<file path="config.mk">
export PLATFORM = sky130hd
export DESIGN_NAME = sql_comment_stripper_flat
export DESIGN_NICKNAME = d
export VERILOG_FILES = /design/src/hw/rtl/sqlcs_pkg.sv /design/src/hw/rtl/sqlcs_if.sv /design/src/hw/rtl/sql_comment_stripper.sv /design/src/flat_wrapper.sv
export SDC_FILE = /design/constraint.sdc
export NUM_CORES = 1
export LEC_CHECK = 0
export BUFFER_PORTS_ARGS = -buffer_cell sky130_fd_sc_hd__buf_2
export CORE_UTILIZATION = 61
export CTS_BUF_LIST = sky130_fd_sc_hd__clkbuf_16
export DETAILED_ROUTE_END_ITERATION = 8
export PLACE_DENSITY = 0.9
export SETUP_SLACK_MARGIN = 0.15
export SLEW_MARGIN = 20
export SYNTH_ARGS = -nofsm -noshare
export SYNTH_HDL_FRONTEND = slang
export SYNTH_SLANG_ARGS = --single-unit
export TNS_END_PERCENT = 50
</file>
<file path="constraint.sdc">
create_clock -name clk -period 5.1 [get_ports clk]
set_input_delay 0.765 -clock clk [delete_from_list [all_inputs] [get_ports clk]]
set_output_delay 0.765 -clock clk [all_outputs]
set_load 0.05 [all_outputs]
</file>
<file path="src/hw/rtl/sqlcs_pkg.sv">
`default_nettype none
package sqlcs_pkg;

	localparam logic [7:0] CH_SQUOTE = 8'h27;
	localparam logic [7:0] CH_DQUOTE = 8'h22;
	localparam logic [7:0] CH_LBRACK = 8'h5B;
	localparam logic [7:0] CH_RBRACK = 8'h5D;
	localparam logic [7:0] CH_BSLASH = 8'h5C;
	localparam logic [7:0] CH_DASH   = 8'h2D;
	localparam logic [7:0] CH_SLASH  = 8'h2F;
	localparam logic [7:0] CH_STAR   = 8'h2A;
	localparam logic [7:0] CH_NL     = 8'h0A;

	localparam int unsigned BUF_DEPTH = 3;

	typedef enum logic [4:0] {
		MODE_NORMAL     = 5'b00001,
		MODE_QUOTED     = 5'b00010,
		MODE_LINE       = 5'b00100,
		MODE_BLOCK      = 5'b01000,
		MODE_BLOCK_STAR = 5'b10000
	} scan_mode_t;

	typedef enum logic [1:0] {
		QK_NONE    = 2'd0,
		QK_SINGLE  = 2'd1,
		QK_DOUBLE  = 2'd2,
		QK_BRACKET = 2'd3
	} quote_kind_t;

	typedef enum logic [1:0] {
		HOLD_NONE  = 2'd0,
		HOLD_DASH  = 2'd1,
		HOLD_SLASH = 2'd2
	} hold_t;

	typedef struct packed {
		logic [7:0] out_byte;
		logic       byte_valid;
		logic       out_last;
	} result_t;

	function automatic logic [7:0] closer_of(quote_kind_t kind);
		unique case (kind)
			QK_SINGLE: closer_of = CH_SQUOTE;
			QK_DOUBLE: closer_of = CH_DQUOTE;
			default:   closer_of = CH_RBRACK;
		endcase
	endfunction

endpackage
`default_nettype wire

</file>
<file path="src/hw/rtl/sqlcs_if.sv">
`default_nettype none
interface sqlcs_in_if;
	logic       valid;
	logic       ready;
	logic [7:0] in_byte;
	logic       end_of_text;

	modport source (output valid, output in_byte, output end_of_text, input ready);
	modport sink   (input valid, input in_byte, input end_of_text, output ready);
endinterface

interface sqlcs_out_if;
	logic       valid;
	logic       ready;
	logic [7:0] out_byte;
	logic       byte_valid;
	logic       out_last;

	modport source (output valid, output out_byte, output byte_valid, output out_last,
		input ready);
	modport sink   (input valid, input out_byte, input byte_valid, input out_last,
		output ready);
endinterface
`default_nettype wire

</file>
<file path="src/hw/rtl/sql_comment_stripper.sv">
`default_nettype none
// SQL comment stripper. Takes one text byte per word on in_text and passes the text on
// out_text with "--" line comments (newline kept) and slash-star block comments removed;
// quoted and bracketed text passes unchanged. One byte can be accepted every cycle while
// in_text.ready is high. A byte yields zero, one or two output words (two when a held
// '-' or '/' is released alongside the next byte, or at end of text); words queue in a
// three-entry result buffer, and in_text.ready is high while at least two entries are
// free. Sustained rate is one byte per cycle while output needs stay at one word per
// byte; the output side delivers one word per cycle while out_text.ready is high. The
// word flagged end_of_text always produces a word with out_last set (a bare marker with
// byte_valid low if nothing else is kept), and all scan state returns to reset after it.
module sql_comment_stripper (
	input  wire           clk,
	input  wire           arst_n,
	sqlcs_in_if.sink      in_text,
	sqlcs_out_if.source   out_text
);
	import sqlcs_pkg::*;

	scan_mode_t  mode_q, mode_d;
	quote_kind_t kind_q, kind_d;
	hold_t       pend_q, pend_d;
	logic [7:0]  lk_q, lk_d;

	result_t     buf_q [BUF_DEPTH];
	result_t     buf_d [BUF_DEPTH];
	logic [1:0]  cnt_q, cnt_d;

	result_t     r0, r1;
	logic [1:0]  rcnt;
	logic        do_norm;
	logic        opener;
	logic [7:0]  b;
	logic        in_fire, out_fire;

	assign b        = in_text.in_byte;
	assign in_fire  = in_text.valid && in_text.ready;
	assign out_fire = out_text.valid && out_text.ready;

	assign in_text.ready       = (cnt_q <= 2'd1);
	assign out_text.valid      = (cnt_q != 2'd0);
	assign out_text.out_byte   = buf_q[0].out_byte;
	assign out_text.byte_valid = buf_q[0].byte_valid;
	assign out_text.out_last   = buf_q[0].out_last;

	assign opener = (b == CH_SQUOTE) || (b == CH_DQUOTE) || (b == CH_LBRACK);

	// Scan one byte; results land in r0/r1 in order
	always_comb begin
		mode_d  = mode_q;
		kind_d  = kind_q;
		pend_d  = pend_q;
		lk_d    = lk_q;
		r0      = '0;
		r1      = '0;
		rcnt    = 2'd0;
		do_norm = 1'b0;

		unique case (mode_q)
			MODE_QUOTED: begin
				if (b == closer_of(kind_q) && lk_q != CH_BSLASH) begin
					mode_d = MODE_NORMAL;
					kind_d = QK_NONE;
				end
				r0   = '{out_byte: b, byte_valid: 1'b1, out_last: 1'b0};
				rcnt = 2'd1;
				lk_d = b;
			end
			MODE_LINE: begin
				if (b == CH_NL) begin
					mode_d = MODE_NORMAL;
					r0     = '{out_byte: b, byte_valid: 1'b1, out_last: 1'b0};
					rcnt   = 2'd1;
					lk_d   = b;
				end
			end
			MODE_BLOCK: begin
				if (b == CH_STAR)
					mode_d = MODE_BLOCK_STAR;
			end
			MODE_BLOCK_STAR: begin
				if (b == CH_SLASH)
					mode_d = MODE_NORMAL;
				else if (b != CH_STAR)
					mode_d = MODE_BLOCK;
			end
			default: begin
				mode_d  = MODE_NORMAL;
				pend_d  = HOLD_NONE;
				do_norm = 1'b1;
				if (pend_q == HOLD_DASH) begin
					if (b == CH_DASH) begin
						mode_d  = MODE_LINE;
						do_norm = 1'b0;
					end else begin
						r0   = '{out_byte: CH_DASH, byte_valid: 1'b1, out_last: 1'b0};
						rcnt = 2'd1;
						lk_d = CH_DASH;
					end
				end else if (pend_q == HOLD_SLASH) begin
					if (b == CH_STAR) begin
						mode_d  = MODE_BLOCK;
						do_norm = 1'b0;
					end else begin
						r0   = '{out_byte: CH_SLASH, byte_valid: 1'b1, out_last: 1'b0};
						rcnt = 2'd1;
						lk_d = CH_SLASH;
					end
				end
			end
		endcase

		if (do_norm) begin
			priority if (opener && lk_d != CH_BSLASH) begin
				kind_d = (b == CH_SQUOTE) ? QK_SINGLE :
					(b == CH_DQUOTE) ? QK_DOUBLE : QK_BRACKET;
				mode_d = MODE_QUOTED;
			end else if (b == CH_DASH) begin
				pend_d = HOLD_DASH;
			end else if (b == CH_SLASH) begin
				pend_d = HOLD_SLASH;
			end else begin
			end
			if (!(b == CH_DASH || b == CH_SLASH) || (opener && lk_d != CH_BSLASH)) begin
				if (rcnt == 2'd0)
					r0 = '{out_byte: b, byte_valid: 1'b1, out_last: 1'b0};
				else
					r1 = '{out_byte: b, byte_valid: 1'b1, out_last: 1'b0};
				rcnt = rcnt + 2'd1;
				lk_d = b;
			end
		end

		if (in_text.end_of_text) begin
			// release a held opener, then flag the final word
			if (pend_d != HOLD_NONE) begin
				if (rcnt == 2'd0)
					r0 = '{out_byte: (pend_d == HOLD_DASH) ? CH_DASH : CH_SLASH,
						byte_valid: 1'b1, out_last: 1'b0};
				else
					r1 = '{out_byte: (pend_d == HOLD_DASH) ? CH_DASH : CH_SLASH,
						byte_valid: 1'b1, out_last: 1'b0};
				rcnt = rcnt + 2'd1;
			end
			if (rcnt == 2'd0) begin
				r0   = '{out_byte: 8'h00, byte_valid: 1'b0, out_last: 1'b1};
				rcnt = 2'd1;
			end else if (rcnt == 2'd1) begin
				r0.out_last = 1'b1;
			end else begin
				r1.out_last = 1'b1;
			end
			mode_d = MODE_NORMAL;
			kind_d = QK_NONE;
			pend_d = HOLD_NONE;
			lk_d   = 8'h00;
		end
	end

	// Result buffer: pop head, then append this byte's words
	always_comb begin
		for (int i = 0; i < BUF_DEPTH; i++)
			buf_d[i] = buf_q[i];
		cnt_d = cnt_q;
		if (out_fire) begin
			for (int i = 0; i < BUF_DEPTH - 1; i++)
				buf_d[i] = buf_q[i + 1];
			cnt_d = cnt_q - 2'd1;
		end
		if (in_fire) begin
			if (rcnt != 2'd0)
				buf_d[cnt_d] = r0;
			if (rcnt == 2'd2)
				buf_d[cnt_d + 2'd1] = r1;
			cnt_d = cnt_d + rcnt;
		end
	end

	always_ff @(posedge clk or negedge arst_n) begin
		if (!arst_n) begin
			mode_q <= MODE_NORMAL;
			kind_q <= QK_NONE;
			pend_q <= HOLD_NONE;
			lk_q   <= 8'h00;
			cnt_q  <= 2'd0;
		end else begin
			cnt_q <= cnt_d;
			if (in_fire) begin
				mode_q <= mode_d;
				kind_q <= kind_d;
				pend_q <= pend_d;
				lk_q   <= lk_d;
			end
		end
	end

	always_ff @(posedge clk) begin
		for (int i = 0; i < BUF_DEPTH; i++)
			buf_q[i] <= buf_d[i];
	end

	a_pend_only_normal: assert property (@(posedge clk) disable iff (!arst_n)
		(pend_q != HOLD_NONE) |-> (mode_q == MODE_NORMAL))
		else $error("opener held outside normal text");

	a_kind_matches_mode: assert property (@(posedge clk) disable iff (!arst_n)
		(mode_q == MODE_QUOTED) == (kind_q != QK_NONE))
		else $error("quote kind out of step with scan mode");

	a_bare_is_last: assert property (@(posedge clk) disable iff (!arst_n)
		(out_text.valid && !out_text.byte_valid) |-> out_text.out_last)
		else $error("bare word without last flag");

	a_eot_resets: assert property (@(posedge clk) disable iff (!arst_n)
		(in_fire && in_text.end_of_text) |=>
			(mode_q == MODE_NORMAL && pend_q == HOLD_NONE && lk_q == 8'h00))
		else $error("state not cleared after end of text");

	a_no_overrun: assert property (@(posedge clk) disable iff (!arst_n)
		in_fire |-> (cnt_q <= 2'd1))
		else $error("byte accepted without buffer room");

endmodule
`default_nettype wire

</file>
<file path="src/flat_wrapper.sv">
// flat-port wrapper written by rule: the top's interface ports become plain ports
module sql_comment_stripper_flat import sqlcs_pkg::*;
  (clk, arst_n, in_text_valid, in_text_in_byte, in_text_end_of_text, in_text_ready, out_text_valid, out_text_out_byte, out_text_byte_valid, out_text_out_last, out_text_ready);
  sqlcs_in_if in_text_i ();
  sqlcs_out_if out_text_i ();
  input  wire clk;
  input  wire arst_n;
  input wire logic [$bits(in_text_i.valid)-1:0] in_text_valid;
  input wire logic [$bits(in_text_i.in_byte)-1:0] in_text_in_byte;
  input wire logic [$bits(in_text_i.end_of_text)-1:0] in_text_end_of_text;
  output wire logic [$bits(in_text_i.ready)-1:0] in_text_ready;
  output wire logic [$bits(out_text_i.valid)-1:0] out_text_valid;
  output wire logic [$bits(out_text_i.out_byte)-1:0] out_text_out_byte;
  output wire logic [$bits(out_text_i.byte_valid)-1:0] out_text_byte_valid;
  output wire logic [$bits(out_text_i.out_last)-1:0] out_text_out_last;
  input wire logic [$bits(out_text_i.ready)-1:0] out_text_ready;
  assign in_text_i.valid = in_text_valid;
  assign in_text_i.in_byte = in_text_in_byte;
  assign in_text_i.end_of_text = in_text_end_of_text;
  assign in_text_ready = in_text_i.ready;
  assign out_text_valid = out_text_i.valid;
  assign out_text_out_byte = out_text_i.out_byte;
  assign out_text_byte_valid = out_text_i.byte_valid;
  assign out_text_out_last = out_text_i.out_last;
  assign out_text_i.ready = out_text_ready;
  sql_comment_stripper u_core (.clk(clk), .arst_n(arst_n), .in_text(in_text_i), .out_text(out_text_i));
endmodule
</file>
==> metrics.md <==
| Metric | Value |
|---|---|
| Outcome | `complete, no violations` |
| Hold buffers post-CTS | `0` |
| Starting Density | `0.638` |
| TNS Setup | `0 ps` |
| Layout cells sized above 1 | `0.134` |
| Post-CTS sizing | `0` |
| Synthesized instance count | `454` |
| Maxcap violations | `0` |
| Max H-tree Level | `2` |
| Pwr Density | `between 500 and 600 nW/µm²` |
| Area Overhead vs Synth | `6.85%` |
| Worst path arrival time | `4610 ps` |
| Startpoint class of the critical path | `primary input` |
| TritonCTS Buffers | `5` |
| Worst-path clk slew | `70 ps` |
| Ys async rst share | `0.388` |
| Row count | `28` |
| Warnings from Yosys | `0` |
| Worst Hold Class | `in2async` |
| # Post-CTS Setup Buffers | `0` |
| Die area | `6540 µm²` |
| FMAX | `between 0.2 and 0.25 GHz` |
| Most common cell after layout, fill and taps aside | `nor2_1` |
| DRT antenna net count | `0` |
| Clk_lat worst skew | `between 200 and 300 ps` |
| Slew of the pin with the lowest slew margin | `~800 ps` |
| Routability cong. | `1.03` |
| Leakage Power | `about 1.6 nW` |
| Die height | `around 81 µm` |
| IO buf count | `24` |
| Reg2reg setup slack | `670 ps` |
| Vias in the first global route | `3526` |
| CTS Buffer Depth | `2` |
| Vias/cell | `7.17` |
| CP Max Fanout | `15` |
| GRT overflow | `0` |
| Top FF cell, synth | `dfxtp_1` |
| DRC Markers | `0` |
| Vias | `3850` |
| Max-slew violations | `0` |
| Final wirelength | `11100 µm` |
| Die width | `80.9 µm` |
| Peak VDD IR | `0.437 mV` |
| Fill count | `491` |
| WP data required | `5150 ps` |
| Netlist Area Pre-Place | `3800 µm²` |
| Distinct cells, synth | `80` |
| RSZ-0062 raised after global routing | `false` |
| Largest net degree at the start of global routing | `31` |
| Ports | `25` |
| Mapped Nets | `~470` |
| Seq cells post-synth | `49` |
| First-pass GRT wire length | `17800 µm` |
| All-Layer GR Usage | `0.363` |
| WS Path Type | `in2reg` |
| Root Driver | `clkbuf_16` |
| Nets@finish | `481` |
| Final Setup Violations | `0` |
| CTS tree | `yes` |
| Reg2Reg Depth | `14` |
| Crit end category | `flip-flop` |
| DRT Pass-1 Iters | `6` |
| Most frequent cells in the layout | `nor2_1 (44), nand2_1 (39), a21oi_1 (32)` |
| Minimum clock period | `4560 ps` |
| Setup Skew | `roughly 6.5 ps` |
| Initial antenna violation count | `0` |
| Sequential fraction of the synthesis area | `0.310` |
| Iter 0 DRT Violations | `~640` |
| DP Wirelength | `8180 µm` |
| Per-cell routed wire length | `between 20 and 25 µm` |
| Tcrit/Tclk final | `0.894` |
| Slew margin rel. | `0.463` |
| Diodes inserted | `0` |
| Clock sinks | `49` |
| Final Hold Fails | `0` |
| Core box area | `5960 µm²` |
| Syn avg cell area | `8.36 µm²` |
| Final core utilization | `0.681` |
| Post-synth EDFFs | `10` |
-- flip-flops by register name, indices dropped and copies added, names as in the netlist --
signal / cells
u_core.kind_q: 2
u_core.buf_q: 30
u_core.lk_q: 8
u_core.pend_q: 2
u_core.mode_q: 5
u_core.cnt_q: 2
-- cells by family after synthesis --
| kind of cell | count (synthesis) | share of synthesized area |
|---|---|---|
| buffers and inverters | 51 | 0.0672 |
| AOI/OAI and AO/OA | 166 | 0.328 |
| and+or+nand+nor | 159 | 0.215 |
| DFF | 49 | 0.310 |
| muxes | 18 | 0.0478 |
| xor gates and xnor gates | 4 | 0.00922 |
| adders and majority gates | 7 | 0.0231 |
-- final cells by class --
type	instances	area, µm²	share of cell area
clock buffer	5	125	0.0308
clock inverter	3	46.3	0.0114
multi-input combinational	354	2370	0.583
tap	75	93.8	0.0231
inverter	20	75.1	0.0185
timing repair buffer	31	173	0.0426
sequential	49	1180	0.290
-- final timing paths --
kind	start	end
max	in_text_in_byte[6]	u_core.buf_q[0][29]
min	arst_n	u_core.lk_q[5]
max reg2reg	u_core.mode_q[3]	u_core.buf_q[0][29]
min reg2reg	u_core.lk_q[7]	u_core.lk_q[7]
max in group asynchronous	arst_n	u_core.mode_q[0]
min in group clk	u_core.lk_q[7]	u_core.lk_q[7]
-- Yosys cell counts (all sizes together) (8+ instances only) --
library cell,number,area [µm²]
nor2,44,165
nand2,40,153
a21oi,33,169
o21ai,24,124
buf,22,146
dfxtp,20,400
inv,20,75.1
dfrtp,18,450
mux2i,17,170
a211oi,13,115
nand3,13,65.1
nor3,13,65.1
o221ai,11,96.3
a22oi,10,75.1
edfxtp,10,300
clkbuf,9,33.8
nor2b,9,56.3
o22ai,9,62.6
a22o,8,70.1
-- metal layers --
| metal | track usage | share of wire |
|---|---|---|
| met3 | 0.0854 | 0.12 |
| met4 | 0.164 | 0.032 |
| met5 | 0 | 0 |
| met1 | 0.494 | 0.41 |
| met2 | 0.542 | 0.44 |
-- worst max-delay path, stage by stage --
cell	delay, ps
buf_2	150
or3b_1	500
o311a_4	410
a211oi_4	230
nor2_1	150
ha_1	360
o221ai_1	150
nand2_1	220
inv_1	70
ha_1	330
a21o_1	180
a211o_1	450
nand3_1	250
o22ai_1	170
a22o_1	210
-- report_power, final --
| group | total, mW | internal (mW) | switching (mW) |
|---|---|---|---|
| combinational | 1.12 | 0.414 | 0.707 |
| clock | 0.380 | 0.232 | 0.148 |
| sequential | 0.726 | 0.607 | 0.118 |
| total | 2.23 | 1.25 | 0.974 |
-- through the flow --
stage	total power [mW]	hold WS, ps	instances	worst slack [ps]	area [µm²]
2_1_floorplan	1.60	456	454	659	3800
3_3_place_gp	1.77	470	529	380	3890
3_5_place_dp	1.82	484	529	296	3890
4_1_cts	2.21	421	537	593	4060
5_1_grt	2.36	446	537	294	4060
6_report	2.23	408	537	541	4060
Power figures use the tool's default switching activity.
